`src/rtl/core/psg_pkg.sv`:
```
// Package: shared constants and tables for the tone/noise sound generator.
package psg_pkg;
    localparam logic [29:0] MASTER_STEP = 30'd3579545;

    typedef enum logic [0:0] {
        OP_WRITE = 1'b0,
        OP_TICK  = 1'b1
    } t_opcode;

    // Attenuation code to volume (table value shifted right by 5).
    function automatic logic [10:0] att_volume(input logic [3:0] att);
        logic [15:0] lvl;
        case (att)
            4'd0:    lvl = 16'hFFFF;
            4'd1:    lvl = 16'hCB30;
            4'd2:    lvl = 16'hA145;
            4'd3:    lvl = 16'h8000;
            4'd4:    lvl = 16'h6598;
            4'd5:    lvl = 16'h50A3;
            4'd6:    lvl = 16'h4000;
            4'd7:    lvl = 16'h32CC;
            4'd8:    lvl = 16'h2851;
            4'd9:    lvl = 16'h2000;
            4'd10:   lvl = 16'h1966;
            4'd11:   lvl = 16'h1428;
            4'd12:   lvl = 16'h1000;
            4'd13:   lvl = 16'h0CB3;
            4'd14:   lvl = 16'h0A14;
            default: lvl = 16'h0000;
        endcase
        return lvl[15:5];
    endfunction

    function automatic logic [15:0] variant_seed(input logic [1:0] v);
        return (v == 2'd0) ? 16'h8000 : 16'h4000;
    endfunction

    function automatic logic [15:0] variant_white(input logic [1:0] v);
        logic [15:0] t;
        case (v)
            2'd0:    t = 16'h9000;
            2'd1:    t = 16'h6000;
            default: t = 16'h4400;
        endcase
        return t;
    endfunction
endpackage

```
`src/rtl/core/psg_tone_noise_generator.sv`:
```
// Top level: three-tone, one-noise sound generator with a shared subtract unit.
//
//  channel | direction | signals
//  --------+-----------+--------------------------------------------
//  in      | input     | i_valid, o_ready, i_opcode, i_data_byte
//  out     | output    | o_valid, i_ready, o_sample
//  cfg     | input     | i_cfg_we, i_cfg_wdata (chip_variant)
//
// A command write is latched in S_IDLE and decoded in S_WRITE. A tick walks the four channels through
// one shared 30-bit add/compare/subtract unit, one toggle or shift per cycle:
// per channel an add step in S_ADD, one subtract step per threshold crossing and a final
// compare step in S_SUB, then a mix step in S_MIX and an output step in S_OUT.
// At the default rate a channel at period 1 sees up to 11 threshold crossings
// per tick, and the output step waits out any output stall.
// Reset is synchronous, active low. A finished sample sits in the output
// register; the next transaction is accepted meanwhile, but a tick waits
// for the output register to drain before delivering.
module psg_tone_noise_generator
    import psg_pkg::*;
#(
    parameter int SAMPLE_RATE = 22050
) (
    input  logic        i_clk,
    input  logic        i_rst_n,
    input  logic        i_valid,
    output logic        o_ready,
    input  logic [0:0]  i_opcode,
    input  logic [7:0]  i_data_byte,
    output logic        o_valid,
    input  logic        i_ready,
    output logic signed [15:0] o_sample,
    input  logic        i_cfg_we,
    input  logic [1:0]  i_cfg_wdata
);
    localparam logic [29:0] TH_UNIT = 30'(16 * SAMPLE_RATE);

    typedef enum logic [2:0] {
        S_IDLE, S_WRITE, S_ADD, S_SUB, S_MIX, S_OUT
    } t_state;

    t_state      r_state;
    logic [1:0]  r_variant;
    logic [7:0]  r_latch;
    logic [7:0]  r_byte;
    logic [9:0]  r_tone_period [3];
    logic [9:0]  r_noise_period;
    logic [3:0]  r_att [4];
    logic [29:0] r_phase [4];
    logic [3:0]  r_levels;
    logic [15:0] r_shift;
    logic [15:0] r_tap;
    logic [1:0]  r_rate_mode;
    logic [1:0]  r_ch;
    logic [29:0] r_th;
    logic        r_out_valid;
    logic signed [15:0] r_sample;

    logic [9:0]  w_period;
    logic [29:0] w_th;
    logic [29:0] w_sum;
    logic signed [13:0] w_mix;
    logic [3:0]  w_reg;
    logic [1:0]  w_wch;
    logic [7:0]  w_lat;
    logic [9:0]  w_p;

    // threshold of the channel under work (period up to 1023, fits in 30 bits)
    always_comb begin
        w_period = (r_ch == 2'd3) ? r_noise_period : r_tone_period[r_ch];
        w_th     = 30'(w_period * TH_UNIT);
        w_sum    = r_phase[r_ch] + MASTER_STEP;
    end

    // signed mix of four volumes; range fits +/-8188, no saturation reached
    always_comb begin
        w_mix = '0;
        for (int k = 0; k < 4; k++) begin
            if (r_levels[k]) w_mix = w_mix + 14'(att_volume(r_att[k]));
            else             w_mix = w_mix - 14'(att_volume(r_att[k]));
        end
    end

    // command decode
    always_comb begin
        w_lat = r_byte[7] ? r_byte : r_latch;
        w_reg = w_lat[7:4];
        w_wch = w_reg[2:1];
        w_p   = (w_wch == 2'd3) ? 10'd0 : r_tone_period[w_wch];
        if (r_byte[7]) w_p = {w_p[9:4], w_lat[3:0]};
        else           w_p = {r_byte[5:0], w_p[3:0]};
        if (w_p < 10'd6) w_p = 10'd1;
    end

    assign o_ready  = (r_state == S_IDLE);
    assign o_valid  = r_out_valid;
    assign o_sample = r_sample;

    // sequencer and state
    always_ff @(posedge i_clk) begin
        if (!i_rst_n) begin
            r_state        <= S_IDLE;
            r_variant      <= 2'd0;
            r_latch        <= 8'd0;
            r_noise_period <= 10'd16;
            r_levels       <= 4'hF;
            r_shift        <= variant_seed(2'd0);
            r_tap          <= variant_white(2'd0);
            r_rate_mode    <= 2'd0;
            r_ch           <= 2'd0;
            r_out_valid    <= 1'b0;
            for (int k = 0; k < 3; k++) r_tone_period[k] <= 10'd1;
            for (int k = 0; k < 4; k++) begin
                r_att[k]   <= 4'd15;
                r_phase[k] <= '0;
            end
        end else begin
            if (i_cfg_we) r_variant <= i_cfg_wdata;
            // drained sample; the output state reloads on its own
            if (r_out_valid && i_ready && r_state != S_OUT) r_out_valid <= 1'b0;
            case (r_state)
                S_IDLE: begin
                    if (i_valid) begin
                        r_byte  <= i_data_byte;
                        r_ch    <= 2'd0;
                        r_state <= (i_opcode == OP_TICK) ? S_ADD : S_WRITE;
                    end
                end
                S_WRITE: begin
                    r_latch <= w_lat;
                    if (w_reg[0]) begin
                        r_att[w_wch] <= w_lat[3:0];
                    end else if (w_wch != 2'd3) begin
                        r_tone_period[w_wch] <= w_p;
                        if (w_wch == 2'd2 && r_rate_mode == 2'd3) r_noise_period <= w_p;
                    end else begin
                        r_rate_mode <= w_lat[1:0];
                        r_shift     <= variant_seed(r_variant);
                        r_tap       <= w_lat[2] ? variant_white(r_variant)
                                                : variant_seed(r_variant);
                        r_noise_period <= (w_lat[1:0] == 2'd3) ? r_tone_period[2]
                                          : (10'd16 << w_lat[1:0]);
                    end
                    r_state <= S_IDLE;
                end
                S_ADD: begin
                    r_phase[r_ch] <= w_sum;
                    r_th          <= w_th;
                    r_state       <= S_SUB;
                end
                S_SUB: begin
                    // one threshold crossing per cycle
                    if (r_phase[r_ch] >= r_th) begin
                        r_phase[r_ch] <= r_phase[r_ch] - r_th;
                        if (r_ch != 2'd3) begin
                            r_levels[r_ch] <= ~r_levels[r_ch];
                        end else if (r_shift[0]) begin
                            r_shift     <= (r_shift >> 1) ^ r_tap;
                            r_levels[3] <= 1'b1;
                        end else begin
                            r_shift     <= r_shift >> 1;
                            r_levels[3] <= 1'b0;
                        end
                    end else if (r_ch == 2'd3) begin
                        r_state <= S_MIX;
                    end else begin
                        r_ch    <= r_ch + 2'd1;
                        r_state <= S_ADD;
                    end
                end
                S_MIX: begin
                    r_state <= S_OUT;
                end
                S_OUT: begin
                    // levels and attenuation hold until the sample is loaded
                    if (!r_out_valid || i_ready) begin
                        r_sample    <= 16'(w_mix);
                        r_out_valid <= 1'b1;
                        r_state     <= S_IDLE;
                    end
                end
                default: r_state <= S_IDLE;
            endcase
        end
    end

    // a new sample is only loaded when the output register is free
    assert property (@(posedge i_clk) disable iff (!i_rst_n)
        (r_state == S_OUT && r_out_valid && !i_ready) |=> r_state == S_OUT)
        else $error("sample delivered over a pending one");

    // a channel whose phase is below threshold is left for the next channel or the mix
    assert property (@(posedge i_clk) disable iff (!i_rst_n)
        (r_state == S_SUB && r_phase[r_ch] < r_th) |=> (r_state == S_ADD || r_state == S_MIX))
        else $error("sequencer skipped a channel");

    // ready only when idle, never during a tick
    assert property (@(posedge i_clk) disable iff (!i_rst_n)
        (r_state == S_ADD || r_state == S_SUB) |-> !o_ready)
        else $error("ready raised during a tick");
endmodule

```
`config.mk`:
```
export PLATFORM = sky130hd
export DESIGN_NAME = psg_tone_noise_generator
export DESIGN_NICKNAME = d
export VERILOG_FILES = /design/src/rtl/core/psg_pkg.sv /design/src/rtl/core/psg_tone_noise_generator.sv
export SDC_FILE = /design/constraint.sdc
export NUM_CORES = 1
export LEC_CHECK = 0
export ABC_AREA = 0
export BUFFER_PORTS_ARGS = -buffer_cell sky130_fd_sc_hd__buf_2
export CORE_MARGIN = 2
export CORE_UTILIZATION = 40
export CTS_CLUSTER_SIZE = 25
export DETAILED_ROUTE_END_ITERATION = 10
export SYNTH_ARGS = -nofsm -noshare
export SYNTH_HDL_FRONTEND = slang
export SYNTH_SLANG_ARGS = --single-unit
```
`constraint.sdc`:
```
create_clock -name i_clk -period 7.3 [get_ports i_clk]
set_input_delay 0 -clock i_clk [delete_from_list [all_inputs] [get_ports i_clk]]
set_output_delay 0 -clock i_clk [all_outputs]
set_load 0.02 [all_outputs]
```
# Word-level counts from Yosys, hierarchy flattened
# Memory sizes are Yosys's and may differ from the RTL's. A register that Yosys moved wholly into a read port is not among the register bits.
# Index checks and enable logic that the tools add are counted.
[word_totals] register_bits=109 mem_bits_rw=166 word_cells=171 latchBits=0 mem_bits_ro=2048 out_inout_bits=18 n_memories=11
[mem_list] name="(no name shown)" depth=16 word_bits=16 rd=1 rd_clocked_by_memory_dff=0 write_ports=0 line="psg_pkg.sv:13" text="case (att)"
[mem_list] name="(no name shown)" depth=16 word_bits=16 rd=1 rd_clocked_by_memory_dff=0 write_ports=0 line="psg_pkg.sv:13"
[mem_list] name="(no name shown)" depth=16 word_bits=16 rd=1 rd_clocked_by_memory_dff=0 write_ports=0 line="psg_pkg.sv:13"
[mem_list] name="(no name shown)" depth=16 word_bits=16 rd=1 rd_clocked_by_memory_dff=0 write_ports=0 line="psg_pkg.sv:13"
[mem_list] name="(no name shown)" depth=16 word_bits=16 rd=1 rd_clocked_by_memory_dff=0 write_ports=0 line="psg_pkg.sv:13"
[mem_list] name="(no name shown)" depth=16 word_bits=16 rd=1 rd_clocked_by_memory_dff=0 write_ports=0 line="psg_pkg.sv:13"
[mem_list] name="+5 memories"
[classes] n_reduce_logical=23 eq_ne=23 mul=1 muxes=79 n_addsub=10 bitwise_logic=5 order_cmp=4 shift=1 div_mod_pow=0
[op_table] cell="two-way mux 16 bit" n=14
[op_table] cell="two-way mux 10 bit" n=8
[op_table] cell="case mux 16 bit (2 select lines)" n=2
[op_table] cell="two-way mux 30 bit" n=2
[op_table] cell="two-way mux 14 bit" n=4
[op_table] cell="adder 14 x 11 -> 14 bit" n=3
[op_table] cell="subtractor 14 x 11 -> 14 bit" n=3
[op_table] cell="adder 30 x 22 -> 30 bit (second input constant)" n=1
[op_table] cell=">= comparator 30 x 29 -> 1 bit" n=1
[op_table] cell="OR reduction 30 bit" n=1
[op_table] cell="subtractor 30 x 29 -> 30 bit" n=1
[op_table] cell="two-way mux 1 bit" n=27
[op_table] cell="multiplier 10 x 14 -> 24 bit (second input constant)" n=1
[op_table] cell="two-way mux 2 bit" n=11
[op_table] cell="inequality test 2 bit (second input constant)" n=10
[op_table] cell="AND reduction 3 bit" n=6
[op_table] cell="XOR 15 x 16 -> 16 bit" n=1
[op_table] cell="case mux 3 bit (5 select lines)" n=1
[op_table] cell="two-way mux 3 bit" n=4
[op_table] cell="subtractor 1 x 11 -> 12 bit (first input constant)" n=1
[op_table] cell="equality test 2 bit (second input constant)" n=5
[op_table] cell="< comparator 10 x 3 -> 1 bit (second input constant)" n=1
[op_table] cell="OR reduction 10 bit" n=1
[op_table] cell="left shift 5 x 2 -> 10 bit (first input constant)" n=1
[op_table] cell="27 further kinds" n=36

# Logic depth before layout (Yosys ltp)
# An unclocked memory read counts as a cell.
[depth] depth_word=11 ltp_mapped=30 depth_no_buf=30

# Worst setup path before layout
# No wires, ideal clock.
[synth_path] kind="register to register" start="register (tool-made name)" end="register r_th[27], data pin" setup_time_ns=0.257 stages_incl_launch_ff=27 slack_ns=0.686 synth_period_minus_slack_ns=6.614 t_required_ns=7.043 arrival_ns=6.357 cell_sequence="dfxtp_1 > buf_6 > buf_12 > buf_8 > buf_6 > buf_1 > mux4_2 > mux2i_1 > inv_1 > ha_1 > ha_1 > inv_1 > fa_1 > fa_1 > inv_1 > fa_1 > ha_1 > and3_1 > a21oi_1 > o31ai_1 > nor3_1 > o21bai_1 > a21oi_1 > nor2b_1 > o21a_1 > o41a_1 > xor2_1"
[synth_lines] item="end signal: assignment" line="psg_tone_noise_generator.sv:147" text="r_th <= w_th;"
[synth_lines] item="end: declaration" line="psg_tone_noise_generator.sv:54" text="logic [29:0] r_th;"

==> impl_metrics.toml <==
[detailed_routing]
first_pass_iters = 5
via_count = 13950
drc = 0
ant_nets = 0
wl_per_cell_microns = 17.40
via_per_inst = 5.414
drt_iter0_markers = 985
wl_mm = 44.82

[clocking]
cts_setup_buffers = 0
cts_buffers = 34
cts_hold_buf = 17
h-tree-depth = 2
cts.path.max_buffers = 3
path_clk_slew_ns = 0.06
ctsResizeCount = 0
cts.sinks = 276
clock_latency_ns = 0.54
cts_root_buffer = "clkbuf_16"
cts_tree = "built"

[critical_path]
worstPathMaxFanout = 10
crit_required_ns = 7.58
r2r_setup_slack_ns = 1.19
crit_path_start_kind = "flop"
arrival_ns = 6.40
reg2regPathDepth = 21
crit_chain = "mux4_2, mux2i_1, inv_1, ha_1, ha_1, inv_1, fa_1, fa_1, inv_1, fa_1, ha_1, and3_1, a21oi_1, o31ai_1, nor3_1, o21bai_1, a21oi_1, nor2b_1, o21a_1, o41a_1, xor2_1"
crit_type = "flop to flop"
slowest_delay_ns = 0.57
crit_end = "r_th[27]$_DFFE_PP_"
reg2reg_to = "r_th[27]$_DFFE_PP_"
crit_slowest_cell = "dfxtp_2"
end_kind = "flop"

[power_and_ir_drop]
p_per_area_mw_per_mm2 = 200.3
ir_drop_v = 0.0001599
p_leak_nw = 8.988

[run]
cap_violations = 0

[floorplanning]
pin_count = 34
initial_core_util_pct = 40.33
core_sq_mm = 0.04755
die_h_microns = 222.9
die_w_microns = 222.9
dieArea_sq_mm = 0.04970
rows = 80

[cells_and_area]
antenna_cells_inserted = 0
regArea_sq_mm = 0.007750
final_common_cell = "nor2_1"
drive_above_1_share_pct = 8.873
nNetsFinal = 2137
mostFrequentLayoutCells = "252 x nor2_1, 222 x edfxtp_1, 172 x inv_1, 159 x ha_1, 125 x nand2_1"
num-fill-cells = 4457
area_growth_pct = 10.23
multiInputGateArea_sq_mm = 0.01040

[timing]
period_needed_ns = 6.115
finalCritPeriodShare_pct = 83.76
finalSetupTns_ns = 0
setup_viol = 0
holdWs_ns = 0.1698
skew_ns = 0.02302
hold_viol_final = 0
max_freq_ghz = 0.1635
slew_headroom_pct = 30.41
finalMaxSlewViolations = 0
rsz0062_at_grt = "no"
tightest_slew_ns = 1.044

[logic_synthesis]
ys_types = 87
async_reset_ff_share_pct = 0
synthFlopType = "edfxtp_1"
synth_edf_count = 222
ys_seq_area_share_pct = 40.41
synth_seq_cells = 276
netlist_area_sq_mm = 0.01917
yosys-top-cells-area = "edfxtp_1 35%, ha_1 10%, dfxtp_1 5.6%, nor2_1 4.9%, xnor2_1 3.6%"
avgSynthCellArea_sq_um = 10.11
yosys_warnings = 0
syn_inst = 1897
yosys.area.top_type = "edfxtp_1"
synth_top_area_share_pct = 34.77

[placement]
portBuffers = 33
gp_congestion = 0.8653
hpwlAfterDp_mm = 32.90

[status]
status = "finished, final reports clean"

[grt]
grt_pass1_vias = 13990
grt_max_degree = 51
grt_pass1_wl_mm = 72.86
grt_usage_pct = 18.27
antenna_found_initial = 0
grt_overflow = 0

[min_path]
min_from = "i_data_byte[1]"
hp-class = "primary input to flop"
==> report_power, final <==
| group | total [mW] | internal [mW] | switching, mW |
|---|---|---|---|
| Combinational | 0.803 | 0.328 | 0.475 |
| Clock | 1.61 | 0.968 | 0.646 |
| Sequential | 1.82 | 1.79 | 0.0276 |
| Total | 4.23 | 3.08 | 1.15 |
==> per-stage QoR <==
| step | setup WS, ns | std cells | area [sq um] | utilization (%) | total power [mW] |
|---|---|---|---|---|---|
| final | 1.185 | 2576 | 21140 | 44.45 | 4.232 |
| after floorplan | 0.6857 | 1906 | 19210 | - | 2.448 |
| after detailed placement | 1.166 | 2499 | 19910 | 41.87 | 2.633 |
| after global placement | 1.259 | 2499 | 19910 | 41.87 | 2.623 |
| after global routing | 0.7957 | 2576 | 21140 | 44.45 | 4.431 |
| after CTS | 1.133 | 2576 | 21140 | 44.45 | 4.277 |
==> cells in the mapped netlist, types with 6 or more instances <==
master	count
nor2_1	252
edfxtp_1	222
inv_1	172
ha_1	159
nand2_1	125
a21oi_1	108
xnor2_1	78
o21ai_0	75
dfxtp_1	54
xor2_1	53
clkbuf_1	51
nand3_1	40
a21o_1	34
mux2i_1	30
nor2b_1	29
fa_1	25
a22oi_1	23
nor3_1	22
mux4_2	21
a31oi_1	19
o21a_1	19
nand2b_1	17
and3_1	16
mux4_1	16
mux2_2	14
o211a_1	14
or2_2	11
a211oi_1	10
o211ai_1	10
o21bai_1	10
o31ai_1	10
or3_1	10
o22ai_1	9
and2_1	8
clkbuf_8	8
buf_1	7
o41ai_1	7
buf_2	6
nand3b_1	6
nor4_1	6
==> kinds of logic (layout without fill, tap and decap cells) <==
group / after synthesis / after routing / share of synthesized area, %
buffers and inverters: 251 / 306 / 5.632
XOR/XNOR: 132 / 132 / 6.102
flip-flops: 276 / 276 / 40.41
multiplexers: 86 / 86 / 7.583
AND/OR/NAND/NOR: 566 / 566 / 13.40
AO/OA/AOI/OAI: 401 / 401 / 13.87
other: 1 / 10 / 0.01956
adder cells (fa/ha/maj): 184 / 184 / 12.99
==> sequential cells by signal, indices dropped and copies added, names as in the netlist, 2 cells and up, named ones only <==
register,cells
r_state,3
r_shift,16
r_latch,7
r_phase,120
r_att,16
r_rate_mode,2
r_levels,4
r_byte,8
r_ch,2
r_variant,2
r_noise_period,10
r_th,24
r_tone_period,40
o_sample,14
r_tap,5
==> final cells by class <==
type,count,area share [%]
Clock buffer,52,4.671
Clock inverter,8,0.3434
Inverter,173,3.072
Multi-Input combinational cell,1379,49.20
Sequential cell,276,36.67
Tap cell,615,3.641
Timing Repair Buffer,73,2.404
==> routing by layer <==
layer | up-vias | GRT usage, % | share of wire, % | wire, microns
met4 | 0 | 5.997 | 2.5 | 1119
met2 | 252 | 30.79 | 48 | 21380
li1 | 6859 | - | - | -
met3 | 69 | 2.647 | 3.8 | 1722
met5 | - | 0 | 0 | 0
met1 | 6766 | 24.21 | 46 | 20590
==> critical path, delay by kind of cell (launching register included) <==
kind                       cells  cell delay (ns)
xor gates and xnor gates       1             0.14
adders and majority gates      6             2.47
AOI/OAI and AO/OA              6             1.07
DFF                            1             0.57
buffers and inverters          3             0.28
muxes                          2             0.80
and+or+nand+nor                3             0.51
==> worst min-delay path by stage <==
| stage | depth (start not counted) | slack, ns | end |
|---|---|---|---|
| finish | 2 | 0.17 | r_byte[1]$_DFFE_PP_ |
| CTS | 2 | 0.14 | r_byte[6]$_DFFE_PP_ |
| floorplan | 0 | 0.1 | r_byte[0]$_DFFE_PP_ |
| global placement | 1 | 0.18 | r_byte[2]$_DFFE_PP_ |
| global route | 2 | 0.16 | r_byte[2]$_DFFE_PP_ |
| detailed placement | 1 | 0.18 | r_byte[1]$_DFFE_PP_ |
Note: power is estimated with default switching activity, not from simulation.
